### src/sv/xcdr2ser_pkg.sv
// Shared types, constants and codes for the XCDR2 stream serializer.
package xcdr2ser_pkg;

    // Field widths
    localparam int POS_W   = 13;
    localparam int REQ_W   = 3;
    localparam int SIZE_W  = 2;
    localparam int VAL_W   = 64;
    localparam int ID_W    = 28;
    localparam int RIDX_W  = 12;
    localparam int ALIGN_W = 4;
    localparam int WIN_B   = 16;  // two 8-byte words

    // Defaults
    localparam int BUFFER_BYTES_DEF = 4096;
    localparam logic [POS_W-1:0]   CAP_RESET   = 13'd4096;
    localparam logic [ALIGN_W-1:0] ALIGN_RESET = 4'd4;

    // Request codes
    localparam logic [REQ_W-1:0] REQ_PUT       = 3'd0;
    localparam logic [REQ_W-1:0] REQ_BEGIN_LEN = 3'd1;
    localparam logic [REQ_W-1:0] REQ_END_LEN   = 3'd2;
    localparam logic [REQ_W-1:0] REQ_MEMBER    = 3'd3;
    localparam logic [REQ_W-1:0] REQ_READ      = 3'd4;

    // Register indexes on the APB port
    localparam logic [1:0] REG_CAPACITY   = 2'd0;
    localparam logic [1:0] REG_BIG_ENDIAN = 2'd1;
    localparam logic [1:0] REG_MAX_ALIGN  = 2'd2;

    // Write plan for one item: a two-word byte window plus the new state
    typedef struct packed {
        logic [WIN_B-1:0][7:0] data;
        logic [WIN_B-1:0]      be;
        logic [POS_W-1:0]      base;
        logic [POS_W-1:0]      pos_next;
        logic                  err_next;
    } plan_t;

endpackage

### src/sv/xcdr2ser_plan.sv
// Request planner: padding, overrun checks, byte order and the two-word write window.
module xcdr2ser_plan
    import xcdr2ser_pkg::*;
(
    input  logic [REQ_W-1:0]   req_type,
    input  logic [SIZE_W-1:0]  size_log2,
    input  logic [VAL_W-1:0]   scalar_value,
    input  logic [POS_W-1:0]   hdr_start,
    input  logic [ID_W-1:0]    mbr_id,
    input  logic               mu_flag,
    input  logic [POS_W-1:0]   pos,
    input  logic               err,
    input  logic [POS_W-1:0]   cap_eff,
    input  logic               big_endian,
    input  logic [ALIGN_W-1:0] align_max,
    output plan_t              plan
);

    // Reorders the first n bytes of v into wire order; bytes from n up are zero
    function automatic logic [63:0] order_bytes(input logic [63:0] v, input logic [3:0] n,
                                                input logic big);
        logic [63:0] r;
        logic [2:0]  k;
        r = '0;
        for (int i = 0; i < 8; i++)
        begin
            k = big ? 3'(n - 4'd1 - 4'(i)) : 3'(i);
            if (4'(i) < n)
            begin
                r[8*i +: 8] = v[8*k +: 8];
            end
        end
        return r;
    endfunction

    logic [1:0]        lim_log2;
    logic [1:0]        sz_al;
    logic [1:0]        al_log2;
    logic [2:0]        mask;
    logic [2:0]        pad;
    logic [3:0]        dfull;
    logic [POS_W:0]    sum_pad;
    logic [POS_W:0]    sum_half;
    logic [POS_W:0]    sum_all;
    logic              pad_ok;
    logic              half_ok;
    logic              all_ok;
    logic [31:0]       em_word;
    logic [31:0]       len_word;
    logic              is_put;
    logic              is_stream;
    logic [2:0]        pfx;
    logic [3:0]        dcnt;
    logic [63:0]       src;
    logic [POS_W-1:0]  base;
    logic [POS_W-1:0]  pos_next;
    logic              err_next;
    logic [4:0]        lane_rel;
    logic [4:0]        dofs;
    logic [WIN_B-1:0]  be;
    logic [WIN_B-1:0][7:0] wdata;

    // Alignment and overrun arithmetic
    always_comb
    begin
        priority if (align_max >= 4'd8) lim_log2 = 2'd3;
        else if (align_max >= 4'd4)     lim_log2 = 2'd2;
        else if (align_max >= 4'd2)     lim_log2 = 2'd1;
        else                            lim_log2 = 2'd0;

        is_put    = (req_type == REQ_PUT);
        is_stream = is_put || (req_type == REQ_BEGIN_LEN) || (req_type == REQ_MEMBER);
        sz_al     = is_put ? size_log2 : 2'd2;
        al_log2   = (sz_al > lim_log2) ? lim_log2 : sz_al;
        mask      = 3'((4'd1 << al_log2) - 4'd1);
        pad       = (3'd0 - pos[2:0]) & mask;

        if (is_put)
            dfull = 4'd1 << size_log2;
        else if (req_type == REQ_MEMBER)
            dfull = 4'd8;
        else
            dfull = 4'd4;

        sum_pad  = {1'b0, pos} + {11'd0, pad};
        sum_half = sum_pad + 14'd4;
        sum_all  = sum_pad + {10'd0, dfull};
        pad_ok   = sum_pad  <= {1'b0, cap_eff};
        half_ok  = sum_half <= {1'b0, cap_eff};
        all_ok   = sum_all  <= {1'b0, cap_eff};

        // member header: M bit, LC=4, id
        em_word  = {mu_flag, 1'b1, 2'b00, mbr_id};
        len_word = {19'd0, pos - hdr_start};
    end

    // Request decode into prefix zeros, data bytes and new state
    always_comb
    begin
        base     = pos;
        pfx      = 3'd0;
        dcnt     = 4'd0;
        src      = '0;
        pos_next = pos;
        err_next = err;

        if (!err)
        begin
            if (is_stream)
            begin
                if (is_put)
                    src = order_bytes(scalar_value, dfull, big_endian);
                else if (req_type == REQ_MEMBER)
                    src = order_bytes({32'd0, em_word}, 4'd4, big_endian);
                else
                    src = '0;

                if (!pad_ok)
                begin
                    err_next = 1'b1;
                end
                else
                begin
                    pfx = pad;
                    if (all_ok)
                    begin
                        dcnt     = dfull;
                        pos_next = sum_all[POS_W-1:0];
                    end
                    else if ((req_type == REQ_MEMBER) && half_ok)
                    begin
                        dcnt     = 4'd4;
                        pos_next = sum_half[POS_W-1:0];
                        err_next = 1'b1;
                    end
                    else
                    begin
                        pos_next = sum_pad[POS_W-1:0];
                        err_next = 1'b1;
                    end
                end
            end
            else if (req_type == REQ_END_LEN)
            begin
                // back-patch: body start must leave room for the header and not pass pos
                if ((hdr_start < 13'd4) || (hdr_start > pos))
                begin
                    err_next = 1'b1;
                end
                else
                begin
                    base = hdr_start - 13'd4;
                    dcnt = 4'd4;
                    src  = order_bytes({32'd0, len_word}, 4'd4, big_endian);
                end
            end
        end
    end

    // Byte lanes of the two-word window starting at the word of base
    always_comb
    begin
        for (int l = 0; l < WIN_B; l++)
        begin
            lane_rel = 5'(l) - {2'b00, base[2:0]};
            dofs     = lane_rel - {2'b00, pfx};
            be[l]    = 1'b0;
            wdata[l] = 8'd0;
            if (5'(l) >= {2'b00, base[2:0]})
            begin
                if (lane_rel < {2'b00, pfx})
                begin
                    be[l] = 1'b1;
                end
                else if (dofs < {1'b0, dcnt})
                begin
                    be[l]    = 1'b1;
                    wdata[l] = src[8*dofs[2:0] +: 8];
                end
            end
        end
    end

    assign plan.data     = wdata;
    assign plan.be       = be;
    assign plan.base     = base;
    assign plan.pos_next = pos_next;
    assign plan.err_next = err_next;

endmodule

### config.mk
export PLATFORM = sky130hd
export DESIGN_NAME = xcdr2ser_plan
export DESIGN_NICKNAME = d
export VERILOG_FILES = /design/src/sv/xcdr2ser_pkg.sv /design/src/sv/xcdr2ser_plan.sv
export SDC_FILE = /design/constraint.sdc
export NUM_CORES = 1
export LEC_CHECK = 0
export BUFFER_PORTS_ARGS = -buffer_cell sky130_fd_sc_hd__buf_2
export CORE_MARGIN = 10
export CORE_UTILIZATION = 45
export DETAILED_ROUTE_END_ITERATION = 16
export PLACE_DENSITY = 0.79
export SETUP_SLACK_MARGIN = 0.4
export SLEW_MARGIN = 20
export SYNTH_ARGS = -nofsm -noshare
export SYNTH_HDL_FRONTEND = slang
export SYNTH_SLANG_ARGS = --single-unit
### constraint.sdc
create_clock -name vclk -period 19.85
set_input_delay 0 -clock vclk [all_inputs]
set_output_delay 0 -clock vclk [all_outputs]
set_load 0.05 [all_outputs]
== After elaboration in Yosys (flattened, before gate mapping) ==
Cells that the tools add are included.
Cells by class
  bitwise gates (word level): 1
  add/subtract/negate cells: 47
  mux-type cells: 136
  shifts and indexed selects: 34
  equal/unequal tests: 3
  magnitude comparators: 56
  reduce and logical (&&, ||, !) cells: 5
Operators with widths (count)
  $shiftx 64x7->8: 28
  $mux 8: 47
  $shiftx 64x6->8: 4
  $mux 64: 3
  $mux 13: 9
  $mux 32: 3
  $lt 5x3->1: 16
  $lt 5x4->1: 16
  $mux 1: 46
  $le 14x13->1: 3
  $mux 3: 14
  $sub 4x3->5 const A: 8
  $sub 4x4->5: 8
  $sub 5x3->5: 8
  $mux 4: 6
  $lt 3x4->1 const A: 4
  $mux 2: 8
  $sub 3x3->4 const A: 4
  $add 13x3->14: 1
  $add 14x3->14 const B: 1
  $add 14x4->14: 1
  $gt 13x13->1: 1
  $lt 13x3->1 const B: 1
  $sub 13x13->13: 1
  24 further kinds: 41
Storage, ports and cells
  input port bits: 143
  register bits: 0
  word-level logic and storage cells: 282
  output and inout port bits: 171

== Depth between registers and ports, before layout ==
Gate-level depths: netlist (run 1).
  depth in word-level cells: 22
  gate-level depth with buffers: 39
  gate-level depth less buffers: 35

== Least setup slack after synthesis (run 1) ==
No wires, ideal clock.
  path type: in2out
  from: input port req_type[0]
  to: output port plan[120] in the netlist's numbering
  cell stages on the path: 36
  path slack: 10093 ps
  arrival time: 9757 ps
  cell sequence: buf_2 or3_1 nor2_1 inv_1 ha_1 o21ba_1 nor4_4 nor2_1 nor2_1 nor2_1 ha_1 a31o_2 nand2_1 o31ai_2 o21ai_1 xor2_1 inv_1 ha_1 nand4_1 nor4_1 a311oi_1 or2_2 clkbuf_1 clkbuf_1 nor3_1 ha_1 inv_1 fa_1 clkbuf_1 inv_2 clkbuf_1 ha_1 a21o_1 clkbuf_1 maj3_2 a2111oi_1
RTL lines
  start, declared: RTL line xcdr2ser_plan.sv:5  | input logic [REQ_W-1:0] req_type,
  end, declared: RTL line xcdr2ser_plan.sv:16  | output plan_t plan

==> metrics.txt, run 1 <==
# TYPE chip_impl_metric gauge
chip_impl_metric{name="drtAntennaViolNets",unit=""} 0
chip_impl_metric{name="worst_ep_required_time",unit="ps"} 19850
chip_impl_metric{name="row_count",unit=""} 60
chip_impl_metric{name="dieWidth",unit="um"} 185
chip_impl_metric{name="synth_mux_area_share",unit="%"} 26.5
chip_impl_metric{name="yosys_warnings",unit=""} 0
chip_impl_metric{name="critical_path_arrival",unit="ps"} 9700
chip_impl_info{name="worstSetupEndpointType",value="primary output"} 1
chip_impl_info{name="run_status",value="finished clean"} 1
chip_impl_metric{name="ios",unit=""} 314
chip_impl_metric{name="synth_fp_nets",unit=""} 1908
chip_impl_metric{name="grt_first_pass_wirelength",unit="mm"} 78.3
chip_impl_metric{name="avgRoutedWirePerCell",unit="um"} 23.2
chip_impl_metric{name="portBuffers",unit=""} 313
chip_impl_metric{name="final_weighted_congestion_in_routability_driven_placement",unit=""} 1.01
chip_impl_metric{name="yosys.area_share.adder",unit="%"} 13.5
chip_impl_metric{name="synthesis.area_per_instance",unit="um^2"} 7.47
chip_impl_info{name="synth.top_cells.by_area",value="sky130_fd_sc_hd__mux2i_1 (14%), sky130_fd_sc_hd__ha_1 (12%), sky130_fd_sc_hd__mux4_2 (7.9%)"} 1
chip_impl_metric{name="drt_via_density",unit=""} 6.55
chip_impl_metric{name="final_core_util",unit="%"} 52.1
chip_impl_metric{name="gr-usage-all-layers",unit="%"} 28.2
chip_impl_metric{name="die_area",unit="um^2"} 34300
chip_impl_metric{name="slowest_delay",unit="ps"} 1220
chip_impl_metric{name="power.static_leakage",unit="nW"} 6.32
chip_impl_metric{name="layout_worst_path_cycle_share",unit="%"} 48.8
chip_impl_info{name="worst_hold_path_type",value="in -> out"} 1
chip_impl_metric{name="setup_tns",unit="ps"} 0
chip_impl_metric{name="n_fill_cell",unit=""} 2635
chip_impl_metric{name="numSequentialCells",unit=""} 0
chip_impl_metric{name="routed_wl",unit="mm"} 51.3
chip_impl_metric{name="synth_compound_area_share",unit="%"} 28.9
chip_impl_metric{name="area_of_the_multi_input_gates",unit="um^2"} 11500
chip_impl_metric{name="yosys.area_share.simple",unit="%"} 18.8
chip_impl_info{name="dominant_combinational_cell_family_by_area_after_synthesis",value="compound AO/OA/AOI/OAI gates"} 1
chip_impl_metric{name="cts_post_setup_buffers_inserted",unit=""} 0
chip_impl_metric{name="die-height",unit="um"} 185
chip_impl_metric{name="n_clock_buffer",unit=""} 0
chip_impl_metric{name="detail_route.iter0.violations",unit=""} 1411
chip_impl_metric{name="antenna_violations_before_repair",unit=""} 6
chip_impl_metric{name="final.min_clock_period",unit="ps"} 9700
chip_impl_metric{name="finalHoldViolCount",unit=""} 0
chip_impl_metric{name="drive_gt1_share",unit="%"} 26.4
chip_impl_metric{name="hpwl",unit="mm"} 42.6
chip_impl_metric{name="synthCells",unit=""} 1642
chip_impl_metric{name="area_delta_synth_final",unit="%"} 14.2
chip_impl_metric{name="detailedRoute.firstPassIterationCount",unit=""} 6
chip_impl_metric{name="grt_pass1_vias",unit=""} 13900
chip_impl_metric{name="number_of_failing_setup_endpoints_in_the_final_timing_report",unit=""} 0
chip_impl_info{name="rsz0062_at_grt",value="false"} 1
chip_impl_metric{name="drc",unit=""} 0
chip_impl_metric{name="synth_seq_area_share",unit="%"} 0
chip_impl_info{name="worstHoldEndpoint",value="plan[0]"} 1
chip_impl_metric{name="placed_instance_count",unit=""} 2209
chip_impl_metric{name="timing.final.max_slew_violations",unit=""} 0
chip_impl_metric{name="synth_xor_xnor_area_share",unit="%"} 5.76
chip_impl_metric{name="powerDensity",unit="nW/um^2"} 34.6
chip_impl_metric{name="post_synth_num_cell_types",unit=""} 93
chip_impl_metric{name="post_cts_hold_buffer_count",unit=""} 0
chip_impl_info{name="critPathLaunchType",value="primary input"} 1
chip_impl_metric{name="grt-ovfl-total",unit=""} 0
chip_impl_info{name="timing.critical_path.mode_cell",value="sky130_fd_sc_hd__ha_1"} 1
chip_impl_metric{name="crit_fanout",unit=""} 21
chip_impl_metric{name="syn-cell-area",unit="um^2"} 12300
chip_impl_metric{name="final-instance-count-excl-fill",unit=""} 2213
chip_impl_metric{name="grt_max_degree",unit=""} 68
chip_impl_metric{name="timing.hold.worst_path_depth",unit=""} 3
chip_impl_metric{name="timing.max_cap.violations",unit=""} 0
chip_impl_metric{name="seq_area",unit="um^2"} 0
chip_impl_info{name="hold_start",value="err"} 1
chip_impl_metric{name="nets_final",unit=""} 2136
chip_impl_metric{name="cts-resized-gates",unit=""} 0
chip_impl_metric{name="maxSlewHeadroom",unit="%"} 17.5
chip_impl_info{name="worstSetupPathType",value="in -> out"} 1
chip_impl_metric{name="synthDominantCellAreaShare",unit="%"} 14.0
chip_impl_metric{name="initial_core_util",unit="%"} 45.7
chip_impl_metric{name="actual_slew_at_the_worst_max_slew_pin",unit="ps"} 1230
chip_impl_metric{name="vias",unit=""} 14500
chip_impl_metric{name="max_clock_freq",unit="MHz"} 103
chip_impl_info{name="synth.largest_area_cell",value="sky130_fd_sc_hd__mux2i_1"} 1
chip_impl_metric{name="irDropWorstVdd",unit="mV"} 0.0151
chip_impl_metric{name="core_area",unit="um^2"} 26900
chip_impl_info{name="crit_slowest_cell",value="sky130_fd_sc_hd__fa_1"} 1
critical path: cells and delay by family:
kind / cells / cell delay, ps
fa+ha+maj: 7 / 3160
compound gates: 7 / 1480
simple gates: 12 / 3490
buf+inv: 6 / 1030
xor+xnor: 1 / 520
worst max path at each step:
stage                start        end  slack, ps
2_1_floorplan  req_type[0]  plan[120]      10090
5_1_grt        req_type[0]   plan[54]       9550
4_1_cts        req_type[0]  plan[120]       9880
3_3_place_gp   req_type[0]  plan[120]       9990
6_report       req_type[0]   plan[61]      10150
3_5_place_dp   req_type[0]  plan[120]       9850
area by class of cell:
type	instances	area share, %
diodes	4	0.0714
inverters	95	2.54
multi-input cells	1440	82.1
well taps	341	3.04
repair buffers	333	12.3
Yosys cell counts, types with 7 or more instances:
cell,instances
sky130_fd_sc_hd__a2111oi_1,9
sky130_fd_sc_hd__a211oi_1,54
sky130_fd_sc_hd__a21o_1,31
sky130_fd_sc_hd__a21oi_1,127
sky130_fd_sc_hd__a22oi_1,25
sky130_fd_sc_hd__a31oi_1,17
sky130_fd_sc_hd__and2_1,14
sky130_fd_sc_hd__and3_1,8
sky130_fd_sc_hd__buf_1,18
sky130_fd_sc_hd__buf_2,10
sky130_fd_sc_hd__clkbuf_1,74
sky130_fd_sc_hd__fa_1,8
sky130_fd_sc_hd__ha_1,115
sky130_fd_sc_hd__inv_1,89
sky130_fd_sc_hd__mux2_2,50
sky130_fd_sc_hd__mux2i_1,172
sky130_fd_sc_hd__mux4_2,43
sky130_fd_sc_hd__nand2_1,114
sky130_fd_sc_hd__nand2b_1,12
sky130_fd_sc_hd__nand3_1,36
sky130_fd_sc_hd__nand4_1,20
sky130_fd_sc_hd__nor2_1,144
sky130_fd_sc_hd__nor2b_1,16
sky130_fd_sc_hd__nor3_1,58
sky130_fd_sc_hd__nor4_1,12
sky130_fd_sc_hd__o211ai_1,13
sky130_fd_sc_hd__o21a_1,15
sky130_fd_sc_hd__o21ai_0,54
sky130_fd_sc_hd__o21bai_1,7
sky130_fd_sc_hd__o22a_1,8
sky130_fd_sc_hd__o22ai_1,39
sky130_fd_sc_hd__o31ai_1,7
sky130_fd_sc_hd__or2_2,10
sky130_fd_sc_hd__or3_1,7
sky130_fd_sc_hd__xnor2_1,42
sky130_fd_sc_hd__xor2_1,14
power breakdown:
part	total, mW	internal (mW)	leakage [nW]	switching, mW
clock	0.0000000270	0.0000000270	0.0000254	0
combinational	0.484	0.165	6.32	0.319
sequential	0	0	0	0
cell usage in the layout (no fill, tap or decap), types with 16 or more instances in the layout:
| cell type | Yosys | final |
|---|---|---|
| sky130_fd_sc_hd__ha_1 | 115 | 115 |
| sky130_fd_sc_hd__a21oi_1 | 127 | 127 |
| sky130_fd_sc_hd__buf_2 | 10 | 313 |
| sky130_fd_sc_hd__nand3_1 | 36 | 36 |
| sky130_fd_sc_hd__a22oi_1 | 25 | 25 |
| sky130_fd_sc_hd__mux2i_1 | 172 | 172 |
| sky130_fd_sc_hd__nor3_1 | 58 | 57 |
| sky130_fd_sc_hd__o22ai_1 | 39 | 39 |
| sky130_fd_sc_hd__a211oi_1 | 54 | 54 |
| sky130_fd_sc_hd__nor2_1 | 144 | 142 |
| sky130_fd_sc_hd__a31oi_1 | 17 | 16 |
| sky130_fd_sc_hd__xnor2_1 | 42 | 42 |
| sky130_fd_sc_hd__o21ai_0 | 54 | 54 |
| sky130_fd_sc_hd__nor2b_1 | 16 | 16 |
| sky130_fd_sc_hd__mux4_2 | 43 | 43 |
| sky130_fd_sc_hd__buf_4 | 1 | 20 |
| sky130_fd_sc_hd__nand2_1 | 114 | 114 |
| sky130_fd_sc_hd__inv_1 | 89 | 89 |
| sky130_fd_sc_hd__nand4_1 | 20 | 20 |
| sky130_fd_sc_hd__mux2_2 | 50 | 50 |
| sky130_fd_sc_hd__a21o_1 | 31 | 31 |
logic make-up (layout without fill, tap and decap cells):
| group | after synthesis | after routing |
|---|---|---|
| and+or+nand+nor | 478 | 478 |
| adders and majority gates | 128 | 128 |
| other | 0 | 4 |
| AOI/OAI and AO/OA | 502 | 502 |
| xor gates and xnor gates | 67 | 67 |
| buffers and inverters | 202 | 428 |
| muxes | 265 | 265 |
per-layer routing:
metal | track usage (%) | share of wire, %
met1 | 37.0 | 41
met2 | 45.6 | 45
met3 | 4.27 | 9.9
met4 | 10.6 | 4.3
met5 | 0 | 0.041
per-stage QoR:
stage / setup WS, ps / hold slack, ps / cell area (um^2) / power [mW]
finish: 10150 / 456 / 14000 / 0.484
global route: 9550 / 482 / 14000 / 0.520
CTS: 9880 / 458 / 14000 / 0.474
detailed placement: 9850 / 459 / 14000 / 0.472
global placement: 9990 / 459 / 14000 / 0.459
floorplan: 10090 / 240 / 12300 / 0.352
Note: power is estimated with default switching activity, not from simulation.
==> inputs of run 2 (changes only) <==
==> constraint.sdc (replaced) <==
create_clock -name vclk -period 10
set_input_delay 0 -clock vclk [all_inputs]
set_output_delay 0 -clock vclk [all_outputs]
set_load 0.05 [all_outputs]
==> metrics.txt, run 2 (synthesized netlist as in run 1, its figures left out) <==
# TYPE chip_impl_metric gauge
chip_impl_metric{name="core_area",unit="um^2"} 26900
chip_impl_metric{name="final_core_util",unit="%"} 52.5
chip_impl_metric{name="hpwl",unit="mm"} 42.8
chip_impl_metric{name="setup_ws",unit="ps"} 1000
chip_impl_metric{name="vias",unit=""} 14600
chip_impl_metric{name="n_fill_cell",unit=""} 2650
chip_impl_metric{name="max_clock_freq",unit="MHz"} 111
chip_impl_metric{name="final.min_clock_period",unit="ps"} 9000
chip_impl_metric{name="antenna_violations_before_repair",unit=""} 4
chip_impl_metric{name="critical_path_arrival",unit="ps"} 9000
chip_impl_metric{name="finalHoldViolCount",unit=""} 0
chip_impl_metric{name="grt-ovfl-total",unit=""} 0
chip_impl_info{name="crit_slowest_cell",value="sky130_fd_sc_hd__nor4_4"} 1
chip_impl_metric{name="avgRoutedWirePerCell",unit="um"} 23.1
chip_impl_info{name="most-common-layout-cells",value="sky130_fd_sc_hd__buf_2 (313), sky130_fd_sc_hd__mux2i_1 (172), sky130_fd_sc_hd__nor2_1 (142)"} 1
chip_impl_metric{name="slowest_delay",unit="ps"} 550
chip_impl_info{name="rsz0062_at_grt",value="false"} 1
chip_impl_metric{name="maxSlewHeadroom",unit="%"} 24.2
chip_impl_metric{name="number_of_failing_setup_endpoints_in_the_final_timing_report",unit=""} 0
chip_impl_metric{name="detail_route.iter0.violations",unit=""} 1444
chip_impl_metric{name="post_cts_hold_buffer_count",unit=""} 0
chip_impl_info{name="layout_commonest_cell",value="sky130_fd_sc_hd__buf_2"} 1
chip_impl_metric{name="powerDensity",unit="nW/um^2"} 68.7
chip_impl_metric{name="worst_ep_required_time",unit="ps"} 10000
chip_impl_info{name="run_status",value="finished clean"} 1
chip_impl_metric{name="detailedRoute.firstPassIterationCount",unit=""} 6
chip_impl_info{name="worst_setup_path_endpoint",value="plan[61]"} 1
chip_impl_info{name="worst_hold_path_type",value="in -> out"} 1
chip_impl_metric{name="dieWidth",unit="um"} 185
chip_impl_metric{name="cts-resized-gates",unit=""} 0
chip_impl_metric{name="grt_max_degree",unit=""} 68
chip_impl_metric{name="power.static_leakage",unit="nW"} 6.38
chip_impl_metric{name="crit_cells",unit=""} 34
chip_impl_metric{name="seq_area",unit="um^2"} 0
chip_impl_metric{name="layout_worst_path_cycle_share",unit="%"} 90.0
chip_impl_info{name="critPathLaunchType",value="primary input"} 1
chip_impl_metric{name="nets_final",unit=""} 2148
chip_impl_metric{name="n_clock_buffer",unit=""} 0
chip_impl_metric{name="drt_via_density",unit=""} 6.57
chip_impl_metric{name="numSequentialCells",unit=""} 0
chip_impl_metric{name="irDropWorstVdd",unit="mV"} 0.0433
chip_impl_metric{name="routed_wl",unit="mm"} 51.3
chip_impl_metric{name="gr-usage-all-layers",unit="%"} 28.2
chip_impl_metric{name="drive_gt1_share",unit="%"} 27.1
chip_impl_metric{name="timing.final.max_slew_violations",unit=""} 0
chip_impl_info{name="cp_top_family",value="simple AND/OR/NAND/NOR gates"} 1
chip_impl_metric{name="drc",unit=""} 0
chip_impl_metric{name="row_count",unit=""} 60
chip_impl_metric{name="setup_slack_placement",unit="ps"} 921
chip_impl_metric{name="die_area",unit="um^2"} 34300
chip_impl_metric{name="initial_core_util",unit="%"} 45.7
chip_impl_metric{name="timing.max_cap.violations",unit=""} 0
chip_impl_metric{name="ios",unit=""} 314
chip_impl_info{name="worstSetupEndpointType",value="primary output"} 1
chip_impl_metric{name="die-height",unit="um"} 185
chip_impl_metric{name="grt_first_pass_wirelength",unit="mm"} 78.0
chip_impl_info{name="timing.critical_path.mode_cell",value="sky130_fd_sc_hd__ha_1"} 1
chip_impl_info{name="worstSetupPathType",value="in -> out"} 1
chip_impl_metric{name="area_delta_synth_final",unit="%"} 15.0
chip_impl_metric{name="cts_post_setup_buffers_inserted",unit=""} 0
chip_impl_metric{name="portBuffers",unit=""} 313
chip_impl_metric{name="setup_tns",unit="ps"} 0
chip_impl_info{name="cp-startpoint",value="req_type[0]"} 1
chip_impl_metric{name="crit_fanout",unit=""} 21
chip_impl_metric{name="area_of_the_multi_input_gates",unit="um^2"} 11500
chip_impl_metric{name="final_weighted_congestion_in_routability_driven_placement",unit=""} 1.01
chip_impl_metric{name="drtAntennaViolNets",unit=""} 0
chip_impl_metric{name="critPathBufInv",unit=""} 7
chip_impl_metric{name="grt_pass1_vias",unit=""} 13800
chip_impl_metric{name="actual_slew_at_the_worst_max_slew_pin",unit="ps"} 1130
[run 2: area by class of cell]
type,instances,area share (%)
antenna,2,0.0355
inverter,95,2.53
multi-input combinational,1440,81.6
tap,341,3.02
timing repair buffer,345,12.8
[run 2: worst min path at each step]
| stage | startpoint | to | cells past startpoint |
|---|---|---|---|
| 2_1_floorplan | err | plan[0] | 2 |
| 3_3_place_gp | err | plan[0] | 3 |
| 3_5_place_dp | err | plan[0] | 3 |
| 4_1_cts | err | plan[0] | 3 |
| 5_1_grt | err | plan[0] | 3 |
| 6_report | err | plan[0] | 3 |
[run 2: metal layers]
| metal | vias to the layer above | wire length, um | GRT usage, % | part of all wire, % |
|---|---|---|---|---|
| li1 | 6744 | - | - | - |
| met1 | 6835 | 21100 | 36.4 | 41 |
| met2 | 878 | 23100 | 45.9 | 45 |
| met3 | 142 | 5040 | 4.96 | 9.8 |
| met4 | 2 | 2080 | 10.3 | 4.1 |
| met5 | - | 13 | 0 | 0.025 |
[run 2: per-stage QoR]
step / cell area, um^2 / total power [mW] / instances / hold WS (ps)
floorplan: 12300 / 0.699 / 1642 / 240
global placement: 14100 / 0.919 / 2221 / 458
detailed placement: 14100 / 0.942 / 2221 / 462
CTS: 14100 / 0.946 / 2221 / 463
global route: 14100 / 1.04 / 2223 / 487
finish: 14100 / 0.969 / 2223 / 467
[run 2: power by group]
group | total (mW) | switching (mW) | internal [mW] | leakage (nW)
clock network | 0.0000000268 | 0 | 0.0000000268 | 0.0000127
registers | 0 | 0 | 0 | 0
logic | 0.969 | 0.637 | 0.333 | 6.38
total | 0.969 | 0.637 | 0.333 | 6.38
